### config.mk
export PLATFORM = sky130hd
export DESIGN_NAME = lcb_cell
export DESIGN_NICKNAME = d
export VERILOG_FILES = /design/src/rtl/lcb_pkg.sv /design/src/rtl/lcb_cell.sv
export SDC_FILE = /design/constraint.sdc
export NUM_CORES = 1
export LEC_CHECK = 0
export BUFFER_PORTS_ARGS = -buffer_cell sky130_fd_sc_hd__buf_2
export CORE_AREA = 10 10 279 281
export DETAILED_ROUTE_END_ITERATION = 12
export DIE_AREA = 0 0 289 291
export PLACE_DENSITY = 0.54
export SYNTH_ARGS = -nofsm -noshare
export SYNTH_HDL_FRONTEND = slang
export SYNTH_SLANG_ARGS = --single-unit
### constraint.sdc
create_clock -name clk -period 25.7 [get_ports clk]
set_clock_uncertainty 0.1 [all_clocks]
set_input_delay 2.57 -clock clk [delete_from_list [all_inputs] [get_ports clk]]
set_output_delay 2.57 -clock clk [all_outputs]
set_load 0.02 [all_outputs]
### src/rtl/lcb_pkg.sv
// ----------------------------------------------------------------------------
// lcb_pkg
// Types, codes and constants shared by the LRU cache cells and top level.
// ----------------------------------------------------------------------------
package lcb_pkg;

  localparam int unsigned SLOTS_DEF = 32;
  localparam int unsigned IDX_W     = 8;
  localparam int unsigned CNT_W     = 9;
  localparam int unsigned SUB_W     = 40;

  localparam logic [1:0] ACT_RESOLVE = 2'd0;
  localparam logic [1:0] ACT_PRUNE   = 2'd1;
  localparam logic [1:0] ACT_CLEAR   = 2'd2;
  localparam logic [1:0] ACT_RELEASE = 2'd3;

  localparam logic [2:0] ST_UNSUPPORTED = 3'd0;
  localparam logic [2:0] ST_STALE       = 3'd1;
  localparam logic [2:0] ST_HIT         = 3'd2;
  localparam logic [2:0] ST_INSERTED    = 3'd3;
  localparam logic [2:0] ST_TOO_LARGE   = 3'd4;
  localparam logic [2:0] ST_DONE        = 3'd5;

  localparam logic [1:0] REG_MAX_ENTRIES = 2'd0;
  localparam logic [1:0] REG_MAX_BYTES   = 2'd1;
  localparam logic [1:0] REG_IDLE        = 2'd2;

  localparam logic [5:0]  RST_MAX_ENTRIES = 6'd32;
  localparam logic [31:0] RST_MAX_BYTES   = 32'd4194304;
  localparam logic [31:0] RST_IDLE        = 32'd30000;

  typedef enum logic [2:0] {
    P_RESOLVE = 3'd0,
    P_PRUNE   = 3'd1,
    P_CLEAR   = 3'd2,
    P_RELEASE = 3'd3,
    P_LRU     = 3'd4,
    P_FREE    = 3'd5
  } pass_t;

  typedef enum logic [1:0] {
    OP_NONE  = 2'd0,
    OP_TOUCH = 2'd1,
    OP_DROP  = 2'd2,
    OP_WRITE = 2'd3
  } op_t;

  typedef struct packed {
    logic [1:0]  action;
    logic [15:0] owner_id;
    logic [1:0]  backend;
    logic [63:0] asset_sig;
    logic [63:0] request_sig;
    logic [63:0] capability_sig;
    logic [63:0] generation;
    logic [31:0] time_ms;
    logic        data_current;
    logic [31:0] item_bytes;
  } req_t;

  typedef struct packed {
    logic [2:0]  status;
    logic [4:0]  slot;
    logic [5:0]  evicted;
    logic [5:0]  entry_count;
    logic [31:0] total_bytes;
  } result_t;

  typedef struct packed {
    op_t              op;
    pass_t            mode;
    logic [IDX_W-1:0] slot;
    logic [15:0]      owner;
    logic             backend;
    logic [63:0]      asig;
    logic [63:0]      rsig;
    logic [63:0]      csig;
    logic [63:0]      gen;
    logic [31:0]      now;
    logic [31:0]      idle;
    logic             current;
    logic [31:0]      item;
    logic [63:0]      seq;
  } cmd_t;

  typedef struct packed {
    logic [SUB_W-1:0] sub;
    logic [CNT_W-1:0] removed;
    logic [CNT_W-1:0] cnt;
    logic             hit;
    logic [IDX_W-1:0] hit_slot;
    logic             found;
    logic [63:0]      min_seq;
    logic [IDX_W-1:0] min_slot;
  } carry_t;

endpackage

### src/rtl/lcb_cell.sv
// ----------------------------------------------------------------------------
// lcb_cell
// One cache entry; processes the pass word and hands it to the next cell.
// ----------------------------------------------------------------------------
module lcb_cell #(
  parameter int unsigned IDX = 0
) (
  input  logic           clk,
  input  logic           rst,
  input  lcb_pkg::cmd_t   cmd,
  input  logic           tok_in,
  input  lcb_pkg::carry_t carry_in,
  output logic           tok_out,
  output lcb_pkg::carry_t carry_out
);
  import lcb_pkg::*;

  logic        valid;
  logic [15:0] e_owner;
  logic        e_backend;
  logic [63:0] e_asig;
  logic [63:0] e_rsig;
  logic [63:0] e_csig;
  logic [63:0] e_gen;
  logic [63:0] e_seq;
  logic [31:0] e_time;
  logic [31:0] e_bytes;

  logic   idle;
  logic   key_hit;
  logic   drop;
  logic   mine;
  carry_t carry_next;

  assign mine = (cmd.slot == IDX_W'(IDX));
  assign idle = {1'b0, cmd.now} >= ({1'b0, e_time} + {1'b0, cmd.idle});
  assign key_hit = (e_owner == cmd.owner) && (e_backend == cmd.backend) &&
                   (e_asig == cmd.asig) && (e_rsig == cmd.rsig) &&
                   (e_csig == cmd.csig) && (e_gen == cmd.gen);

  always_comb begin
    drop = 1'b0;
    case (cmd.mode)
      P_RESOLVE: drop = (e_gen != cmd.gen) || idle ||
                        ((e_owner == cmd.owner) && (!cmd.current || e_asig != cmd.asig));
      P_PRUNE:   drop = idle;
      P_CLEAR:   drop = 1'b1;
      P_RELEASE: drop = (e_owner == cmd.owner);
      default:   drop = 1'b0;
    endcase
    drop = drop && valid;
  end

  always_comb begin
    carry_next = carry_in;
    case (cmd.mode)
      P_LRU: begin
        if (valid && (!carry_in.found || e_seq < carry_in.min_seq)) begin
          carry_next.found    = 1'b1;
          carry_next.min_seq  = e_seq;
          carry_next.min_slot = IDX_W'(IDX);
          carry_next.sub      = SUB_W'(e_bytes);
        end
      end
      P_FREE: begin
        if (!valid && !carry_in.found) begin
          carry_next.found    = 1'b1;
          carry_next.min_slot = IDX_W'(IDX);
        end
      end
      default: begin
        if (drop) begin
          carry_next.sub     = carry_in.sub + SUB_W'(e_bytes);
          carry_next.removed = carry_in.removed + 1'b1;
        end else if (valid) begin
          carry_next.cnt = carry_in.cnt + 1'b1;
          if (cmd.mode == P_RESOLVE && cmd.current && key_hit && !carry_in.hit) begin
            carry_next.hit      = 1'b1;
            carry_next.hit_slot = IDX_W'(IDX);
          end
        end
      end
    endcase
  end

  always_ff @(posedge clk) begin
    if (rst) begin
      valid   <= 1'b0;
      tok_out <= 1'b0;
    end else begin
      tok_out <= tok_in;
      if (tok_in && drop) begin
        valid <= 1'b0;
      end
      if (mine && cmd.op == OP_DROP) begin
        valid <= 1'b0;
      end
      if (mine && cmd.op == OP_WRITE) begin
        valid <= 1'b1;
      end
    end
  end

  always_ff @(posedge clk) begin
    carry_out <= carry_next;
    if (mine && (cmd.op == OP_TOUCH || cmd.op == OP_WRITE)) begin
      e_seq  <= cmd.seq;
      e_time <= cmd.now;
    end
    if (mine && cmd.op == OP_WRITE) begin
      e_owner   <= cmd.owner;
      e_backend <= cmd.backend;
      e_asig    <= cmd.asig;
      e_rsig    <= cmd.rsig;
      e_csig    <= cmd.csig;
      e_gen     <= cmd.gen;
      e_bytes   <= cmd.item;
    end
  end

endmodule

======== Word level (Yosys, flattened, before mapping) ========
Cells that the tools add are included.
word-level totals
  register bits after elaboration ......... 543
  input port bits ......................... 590
  word-level logic and storage cells ...... 87
cells by class
  mux-type cells .......................... 17
  reduce and logical (&&, ||, !) cells .... 29
  magnitude comparators ................... 2
  add/sub/neg operators ................... 4
  eq/ne operators ......................... 16
operators with widths
  cell                 count
  $eq 64x64->1         4
  $ne 64x64->1         2
  $pmux 40 s2          1
  $mux 73              1
  $lt 64x64->1         1
  $mux 64              1
  $mux 49              1
  $add 40x32->40       1
  $mux 40              1
  $mux 18              2
  $add 32x32->33       1
  $ge 32x33->1         1
  $mux 27              1
  $add 9x1->9 const B  2
  $eq 16x16->1         1
  $logic_and 1x1->1    16
  $pmux 8 s2           1
  $mux 9               1
  $logic_not 8->1      1
  $mux 8               1
  $eq 3x2->1 const B   2
  $eq 3x3->1 const B   2
  $logic_or 1x1->1     5
  $eq 2x2->1 const B   2
  other kinds (10)     16

======== Logic depth before layout (Yosys ltp) ========
Gate-level depths: netlist of run 1.
  word-level depth ........................ 12
  gate-level depth with buffers ........... 24

======== Worst setup path after synthesis of run 1 ========
No wires, ideal clock.
  path kind ............................... input port to flip-flop
  start point ............................. in cmd[439] in the netlist's numbering
  end point ............................... reg e_asig[0], enable pin
  data required time ...................... 24.945 ns
  data arrival time ....................... 9.245 ns
  stages .................................. 4
  library setup time ...................... 0.655 ns
  slack ................................... 15.699 ns
  buffers on the path ..................... 0
  cell sequence ........................... or4_1 > nor2_1 > nand3_1 > inv_1
between the ends
  word-level cells in the longest chain between the ends .. 2
RTL lines
  what                  line             source
  from (decl)           lcb_cell.sv:10   input lcb_pkg::cmd_t cmd,
  $logic_not 8->1       lcb_cell.sv:35   assign mine = (cmd.slot == IDX_W'(IDX));
  $logic_and 1x1->1     lcb_cell.sv:110  if (mine && cmd.op == OP_WRITE) begin
  to (signal assigned)  lcb_cell.sv:113  e_asig <= cmd.asig;
  to (decl)             lcb_cell.sv:21   logic [63:0] e_asig;
No other way between the ends.
A chain may end at the register's enable or synchronous reset.

==> results of run 1 <==
==> worst register-to-register path, stage by stage, from the launching register on <==
cell and delay, ps:
edfxtp_1 380, ha_1 220, fa_1 430, a211oi_1 380, o21bai_2 160, a32oi_2 280
a211oi_1 160, o21ai_1 240, nand4_1 190, a311oi_1 490, o211ai_1 150, o211ai_1 130
xor2_1 100, ha_1 300, nand4_1 120, nor4_1 410, a221oi_1 140, a21bo_1 200
o21bai_1 110, nand3_2 190, a21oi_4 660, nand3_1 210, o311a_1 340, a211o_1 260
==> cell usage after synthesis, types with 17 or more instances <==
cell type,number
nor2_1,53
nand3_1,31
a21o_1,44
ha_1,161
inv_1,143
nand2_1,130
xor2_1,163
dfxtp_1,142
nor4_1,43
o211ai_1,17
nand2b_1,17
a21oi_1,100
and2_1,18
xnor2_1,136
o21ai_0,83
nor3_1,21
o22ai_1,26
o21ai_1,29
nand4_1,59
edfxtp_1,401
==> metrics by stage <==
step	util	hold slack, ps	total power (uW)	setup slack (ps)
final	0.4478	373.9	2080	17570
after global routing	0.4473	411.9	2158	16880
after CTS	0.4466	382.0	2105	17550
after detailed placement	0.4170	368.3	1184	16910
after global placement	0.4170	366.2	1181	17090
after floorplan	-	324.8	1077	15700
==> layout make-up <==
cell class / instances / area [sq um]
Clock buffer: 94 / 1843
Timing Repair Buffer: 736 / 3711
Sequential cell: 543 / 14880
Antenna cell: 33 / 82.58
Inverter: 143 / 544.3
Clock inverter: 21 / 300.3
Multi-Input combinational cell: 1331 / 9827
Fill cell: 6937 / 39950
Tap cell: 959 / 1200
==> state kept, by name, indices dropped and copies added, names as in the netlist <==
signal and count:
e_bytes 32, e_csig 64, tok_out 1, e_seq 64, e_gen 64, e_time 32
carry_out 140, e_rsig 64, valid 1, e_backend 1, e_asig 64, e_owner 16
==> power by group through the flow <==
stage               registers [uW]  clock network [uW]  logic (uW)
floorplan                      991                   0        86.1
global placement               978                   0         203
detailed placement             978                   0         206
CTS                            959                 938         207
global route                   960                 971         227
finish                         959                 916         205
==> how the worst max path moves through the flow <==
stage	start	end	slack (ps)	cells past startpoint
after floorplan	cmd[439]	e_asig[0]	15700	4
after global placement	cmd[97]	carry_out[139]	17090	24
after detailed placement	cmd[97]	carry_out[138]	16910	24
after CTS	cmd[97]	carry_out[138]	17550	24
after global routing	cmd[97]	carry_out[138]	16880	24
final	cmd[97]	carry_out[138]	17570	24
==> routing by layer <==
metal / part of all wire / global-route usage
met1: 0.37 / 0.2203
met2: 0.51 / 0.3626
met3: 0.085 / 0.06335
met4: 0.029 / 0.06737
met5: 0.0034 / 0
==> kinds of logic after synthesis <==
logic type               count (synthesis)  share of synthesized area
flip-flops                             543                     0.5866
multiplexers                             7                   0.002860
AND/OR/NAND/NOR                        432                    0.08856
XOR/XNOR                               299                     0.1032
AO/OA/AOI/OAI                          430                     0.1113
buffers and inverters                  173                    0.02653
adder cells (fa/ha/maj)                163                    0.08096
==> summary.md, run 1 <==
| Metric | Value |
|---|---|
| Status | finished clean |
| Crit path cell chain | buf_2, ha_1, fa_1, a211oi_1, o21bai_2, a32oi_2, a211oi_1, o21ai_1, nand4_1, a311oi_1, o211ai_1, o211ai_1, xor2_1, ha_1, nand4_1, nor4_1, a221oi_1, a21bo_1, o21bai_1, nand3_2, a21oi_4, nand3_1, o311a_1, a211o_1 |
| Yosys reg bits | 543 |
| Initial antenna violation count | 68 |
| Core area | 72340 sq um |
| Combinational Power Share | 0.099 |
| P_int | 1597 uW |
| Clk slew on worst S/H paths | 60 ps |
| Total number of vias | 19160 |
| Root buffer cell | clkbuf_16 |
| R2R Path End | carry_out[138] |
| Post-synth top area cell | edfxtp_1 |
| Most frequent cells in the layout | buf_2, edfxtp_1, xor2_1 |
| Max-slew violations | 0 |
| Resized Gates After CTS | 0 |
| Initial Util | 0.3508 |
| R2R Path Start | e_time[0] |
| Syn_area_per_cell | 12.40 sq um |
| Worst EP arrival | 8530 ps |
| Ports | 731 |
| Leakage power | 0.01341 uW |
| CTS H-Tree Depth | 2 |
| WP data required | 26100 ps |
| Hold WC Path Type | flop to flop |
| Final hold violation count | 0 |
| # rows | 99 |
| Drt initial violations | 1038 |
| FFs w/ async S/R, synth | 0 |
| Die ar. | 84100 sq um |
| CP max FO | 18 |
| # setup viols final | 0 |
| Period utilisation layout | 0.3164 |
| Clk_lat worst skew | 630 ps |
| Syn. warnings | 0 |
| Max incr delay on CP | 660 ps |
| Die Y | 291 microns |
| DR vias/cell | 4.963 |
| Post-synth EDFFs | 401 |
| GR Util All Layers | 0.2017 |
| Synthesized area | 25380 sq um |
| Worst hold endpoint | carry_out[12] |
| Post-DP Area | 30170 sq um |
| Sw frac | 0.2323 |
| Unrepaired setup endpoints after global routing | no |
| Kind of critical path | input port to flop |
| Crit end category | flop |
| Largest net degree at the start of global routing | 179 |
| Cell Pwr Density | 64.21 nW/um^2 |
| CTS tree | built |
| Ys flop type | edfxtp_1 |
| Part of the power in registers | 0.461 |
| Post-route DRC | 0 |
| Flop2flop setup slack | 19240 ps |
| HP Start | e_seq[4] |
| Post-DRT Antenna Nets | 0 |
| Final Net Count | 3569 |
| Worst Reg-to-Reg Cells | 23 |
| Synth-to-layout area growth | 27.65% |
| Max cap viols | 0 |
| Die Wd | 289 microns |
| Buffers & Inverters on Critical Path | 1 |
| Share of layout cells above drive strength 1 | 0.2978 |
| DRT Pass-1 Iters | 8 |
| Syn Inst Count | 2047 |
| First-pass GRT wire length | 128100 microns |
| Final Wtd Congestion | 0.9171 |
| Total CTS buffers | 61 |
| Avg WL per Cell | 22.95 microns |
| Slowest-stage cell, CP | a21oi_4 |
| Power share of the clock group | 0.440 |
| CTS max path bufs | 3 |
| Vias in the first global route | 20430 |
| Top-area cell type share of the netlist area | 0.4745 |
| Commonest non-fill, non-tap cell in the layout | buf_2 |
| Relative slew slack | 0.1543 |
| Post-Place Cells | 3712 |
| Setup bufs post-CTS | 0 |
| Sequential share of the synthesized area | 0.5866 |
| Fin crit period | 8131 ps |
| Grt ovf | 0 |
| Port Buf Inserts | 730 |
| Distinct cells, synth | 74 |
| Ranking of synthesized cells by area | edfxtp_1, dfxtp_1, ha_1 |
| Design Area, Final | 32390 sq um |
| Non-filler instance count after layout | 3860 |
| Peak Freq | 123.0 MHz |
| Sw Pwr | 483.1 uW |
| Worst hold path depth | 2 |
| Startpoint Class | input port |
| Peak VDD IR | 0.05560 mV |
| Top Family by Delay on Critical Path | compound AO/OA/AOI/OAI gates |
| DP HPWL | 73350 microns |
| Hold_buf cts | 0 |
| Worst-Margin Slew | 1269 ps |
| Sink Count | 543 |
| Setup tns final | 0 ps |
| Post-Route WL | 88600 microns |
| Syn nets | 2800 |
(Power assumes the default switching activity.)
==> run 2, diff against run 1 <==
- ABC_AREA: unset -> 1
- CORE_AREA: 10 10 279 281 -> 10 10 277 279
- DIE_AREA: 0 0 289 291 -> 0 0 287 289
- PLACE_DENSITY: 0.54 -> 0.59
- clock period: 25.7 -> 8.1 ns (I/O delays scaled with it)
==> run 2 against run 1 <==
Compared with the run above:
- area after synthesis up 11%
- largest power group unchanged
- hold slack worse by 120 ps
- sequential share of layout area fell by 3.4 points
==> summary.md, run 2 <==
| Metric | Value |
|---|---|
| Status | finished clean (unchanged) |
| Syn Inst Count | 2990 (was 2047) |
| Worst-Margin Slew | 1173 ps (was 1269 ps) |
| CP max FO | 55 (was 18) |
| Most flop-heavy register | carry_out (unchanged) |
| R2R Path Start | e_time[0] (unchanged) |
| Final hold violation count | 0 (unchanged) |
| Startpoint Class | flop (was input port) |
| Filler cells | 6778 (was 6937) |
| DRT Pass-1 Iters | 5 (was 8) |
| Top cells by count, synth | nand2_1, inv_1, edfxtp_1, nor2_1, a21oi_1 (was edfxtp_1, xor2_1, ha_1, inv_1, dfxtp_1) |
| Largest net degree at the start of global routing | 191 (was 179) |
| Total number of vias | 23010 (was 19160) |
| Post-route DRC | 0 (unchanged) |
| Die ar. | 82940 sq um (was 84100 sq um) |
| Share of layout cells above drive strength 1 | 0.2347 (was 0.2978) |
| Setup bufs post-CTS | 0 (unchanged) |
| Ranking of synthesized cells by area | edfxtp_1, dfxtp_1, nand2_1 (was edfxtp_1, dfxtp_1, ha_1) |
| Peak Freq | 171.9 MHz |
| Setup WS pre-CTS | 1774 ps (was 16910 ps) |
| Die Y | 289 microns (was 291 microns) |
| Drt initial violations | 1496 (was 1038) |
| # rows | 98 (was 99) |
| Relative slew slack | 0.2183 (was 0.1543) |
| FFs w/ async S/R, synth | 0 (unchanged) |
| Vias in the first global route | 22660 (was 20430) |
| Sequential share of the synthesized area | 0.5270 (was 0.5866) |
| Setup tns final | 0 ps (unchanged) |
| Commonest non-fill, non-tap cell in the layout | buf_2 (unchanged) |
| Flop2flop setup slack | 2280 ps (was 19240 ps) |
| Total CTS buffers | 61 (unchanged) |
| Period utilisation layout | 0.7183 |
| Sink Count | 543 (unchanged) |
| Hold WC Path Type | input port to flop (was flop to flop) |
| CTS max path bufs | 3 (unchanged) |
| Post-Route WL | 96550 microns (was 88600 microns) |
| Distinct cells, synth | 52 (was 74) |
| Post-DRT Antenna Nets | 0 (unchanged) |
| Post-synth EDFFs | 401 (unchanged) |
| Fin crit period | 5818 ps |
| Initial antenna violation count | 58 (was 68) |
| Sw frac | 0.2504 (was 0.2323) |
| Worst hold endpoint | e_bytes[23] (was carry_out[12]) |
| Worst hold path depth | 1 (was 2) |
| DP HPWL | 78730 microns (was 73350 microns) |
| Worst Reg-to-Reg Cells | 31 (was 23) |
| Avg WL per Cell | 20.21 microns (was 22.95 microns) |
| Hold_buf cts | 0 (unchanged) |
| Syn nets | 3743 (was 2800) |
| Max reg flops | 140 (unchanged) |
| Max cap viols | 0 (unchanged) |
| Synthesized area | 28240 sq um (was 25380 sq um) |
| Post-synth top area cell | edfxtp_1 (unchanged) |
| CP most frequent cell | nand2_1 |
| Worst EP arrival | 6230 ps (was 8530 ps) |
| First-pass GRT wire length | 141100 microns (was 128100 microns) |
| Unrepaired setup endpoints after global routing | no (unchanged) |
| Initial Util | 0.3971 (was 0.3508) |
| Yosys reg bits | 543 (unchanged) |
| Synth-to-layout area growth | 23.91% (was 27.65%) |
| Combinational Power Share | 0.116 (was 0.099) |
| Final core utilization | 0.4921 (was 0.4478) |
| Final Net Count | 4498 (was 3569) |
| Core area | 71120 sq um (was 72340 sq um) |
| Max-slew violations | 0 (unchanged) |
| Port Buf Inserts | 730 (unchanged) |
| DR vias/cell | 4.817 (was 4.963) |
| WP data required | 8510 ps (was 26100 ps) |
| GR Util All Layers | 0.2233 (was 0.2017) |
| Setup WS post-layout | 2282 ps (was 17570 ps) |
| Final Wtd Congestion | 0.9760 (was 0.9171) |
| Leakage power | 0.01596 uW (was 0.01341 uW) |
| Sw Pwr | 1653 uW (was 483.1 uW) |
| HP Start | cmd[87] (was e_seq[4]) |
| Resized Gates After CTS | 0 (unchanged) |
| Syn. warnings | 0 (unchanged) |
| Clk_lat worst skew | 630 ps (about the same) |
| Kind of critical path | flop to flop (was input port to flop) |
| Peak VDD IR | 0.1791 mV (was 0.05560 mV) |
| Clk slew on worst S/H paths | 60 ps (about the same) |
| P_int | 4948 uW (was 1597 uW) |
| Root buffer cell | clkbuf_16 (unchanged) |
| Crit end category | flop (unchanged) |
| R2R Path End | carry_out[99] (was carry_out[138]) |
| Ports | 731 (unchanged) |
| Part of the power in registers | 0.462 (was 0.461) |
| Cell Pwr Density | 188.6 nW/um^2 (was 64.21 nW/um^2) |
| Syn_area_per_cell | 9.446 sq um (was 12.40 sq um) |
| Slowest-stage cell, CP | nand3_4 (was a21oi_4) |
| Most frequent cells in the layout | buf_2, nand2_1, inv_1 (was buf_2, edfxtp_1, xor2_1) |
| # setup viols final | 0 (unchanged) |
| Die Wd | 287 microns (was 289 microns) |
| CTS tree | built (unchanged) |
| Ys flop type | edfxtp_1 (unchanged) |
| Most frequent cell after synthesis | nand2_1 (was edfxtp_1) |
| Max incr delay on CP | 740 ps (was 660 ps) |
| Power share of the clock group | 0.422 (was 0.440) |
| CTS H-Tree Depth | 2 (unchanged) |
| Grt ovf | 0 (unchanged) |
| Top-area cell type share of the netlist area | 0.4264 (was 0.4745) |
==> run 2: through the flow <==
stage	instance area (sq um)	std cells	total power [uW]	hold slack, ps
2_1_floorplan	28250	2990	3510	391.0
3_5_place_dp	32920	4632	3874	410.6
5_1_grt	34980	4772	6866	212.5
3_3_place_gp	32920	4632	3866	406.5
6_report	35000	4777	6601	251.0
4_1_cts	34920	4746	6672	199.6
==> run 2: worst max-delay path by stage <==
stage,start,slack [ps],endpoint
2_1_floorplan,cmd[439],170,e_asig[0]
3_3_place_gp,cmd[97],1880,carry_out[94]
3_5_place_dp,cmd[97],1770,carry_out[99]
4_1_cts,e_time[0],2300,carry_out[99]
5_1_grt,e_time[0],1730,carry_out[95]
6_report,e_time[0],2280,carry_out[99]
==> run 2: final cells by class <==
type	count	area, sq um	area share
inverters	415	1562	0.04462
diodes	31	77.57	0.002217
repair buffers	740	3741	0.1069
clock inverters	32	320.3	0.009153
multi-input cells	1984	11540	0.3299
clock buffers	82	1678	0.04794
flip-flops and latches	543	14890	0.4253
well taps	950	1189	0.03396
==> run 2: layer usage <==
metal,GRT usage,share of wire
met1,0.2657,0.40
met2,0.3893,0.49
met3,0.05923,0.075
met4,0.06899,0.026
met5,0,0.0021
==> run 2: critical path, delay by kind of cell (launching register included) <==
kind	cells	cell delay (ps)
simple gates	19	2560
compound gates	5	1020
fa+ha+maj	3	930
buf+inv	3	520
flops	1	360
xor+xnor	1	150
==> run 2: cells by family (layout without fill, tap and decap cells) <==
group,after synthesis,after routing,share of synthesized area
AND/OR/NAND/NOR,1227,1227,0.1890
flip-flops,543,543,0.5270
buffers and inverters,463,1269,0.06490
AO/OA/AOI/OAI,338,338,0.06694
XOR/XNOR,256,256,0.07939
adder cells (fa/ha/maj),163,163,0.07274
other,0,31,0
==> run 2: power groups by stage <==
stage	clock network [uW]	registers (uW)	logic, uW
6_report	2780	3050	767
5_1_grt	2960	3050	855
4_1_cts	2850	3050	770
3_5_place_dp	0	3110	765
3_3_place_gp	0	3110	757
2_1_floorplan	0	3170	342
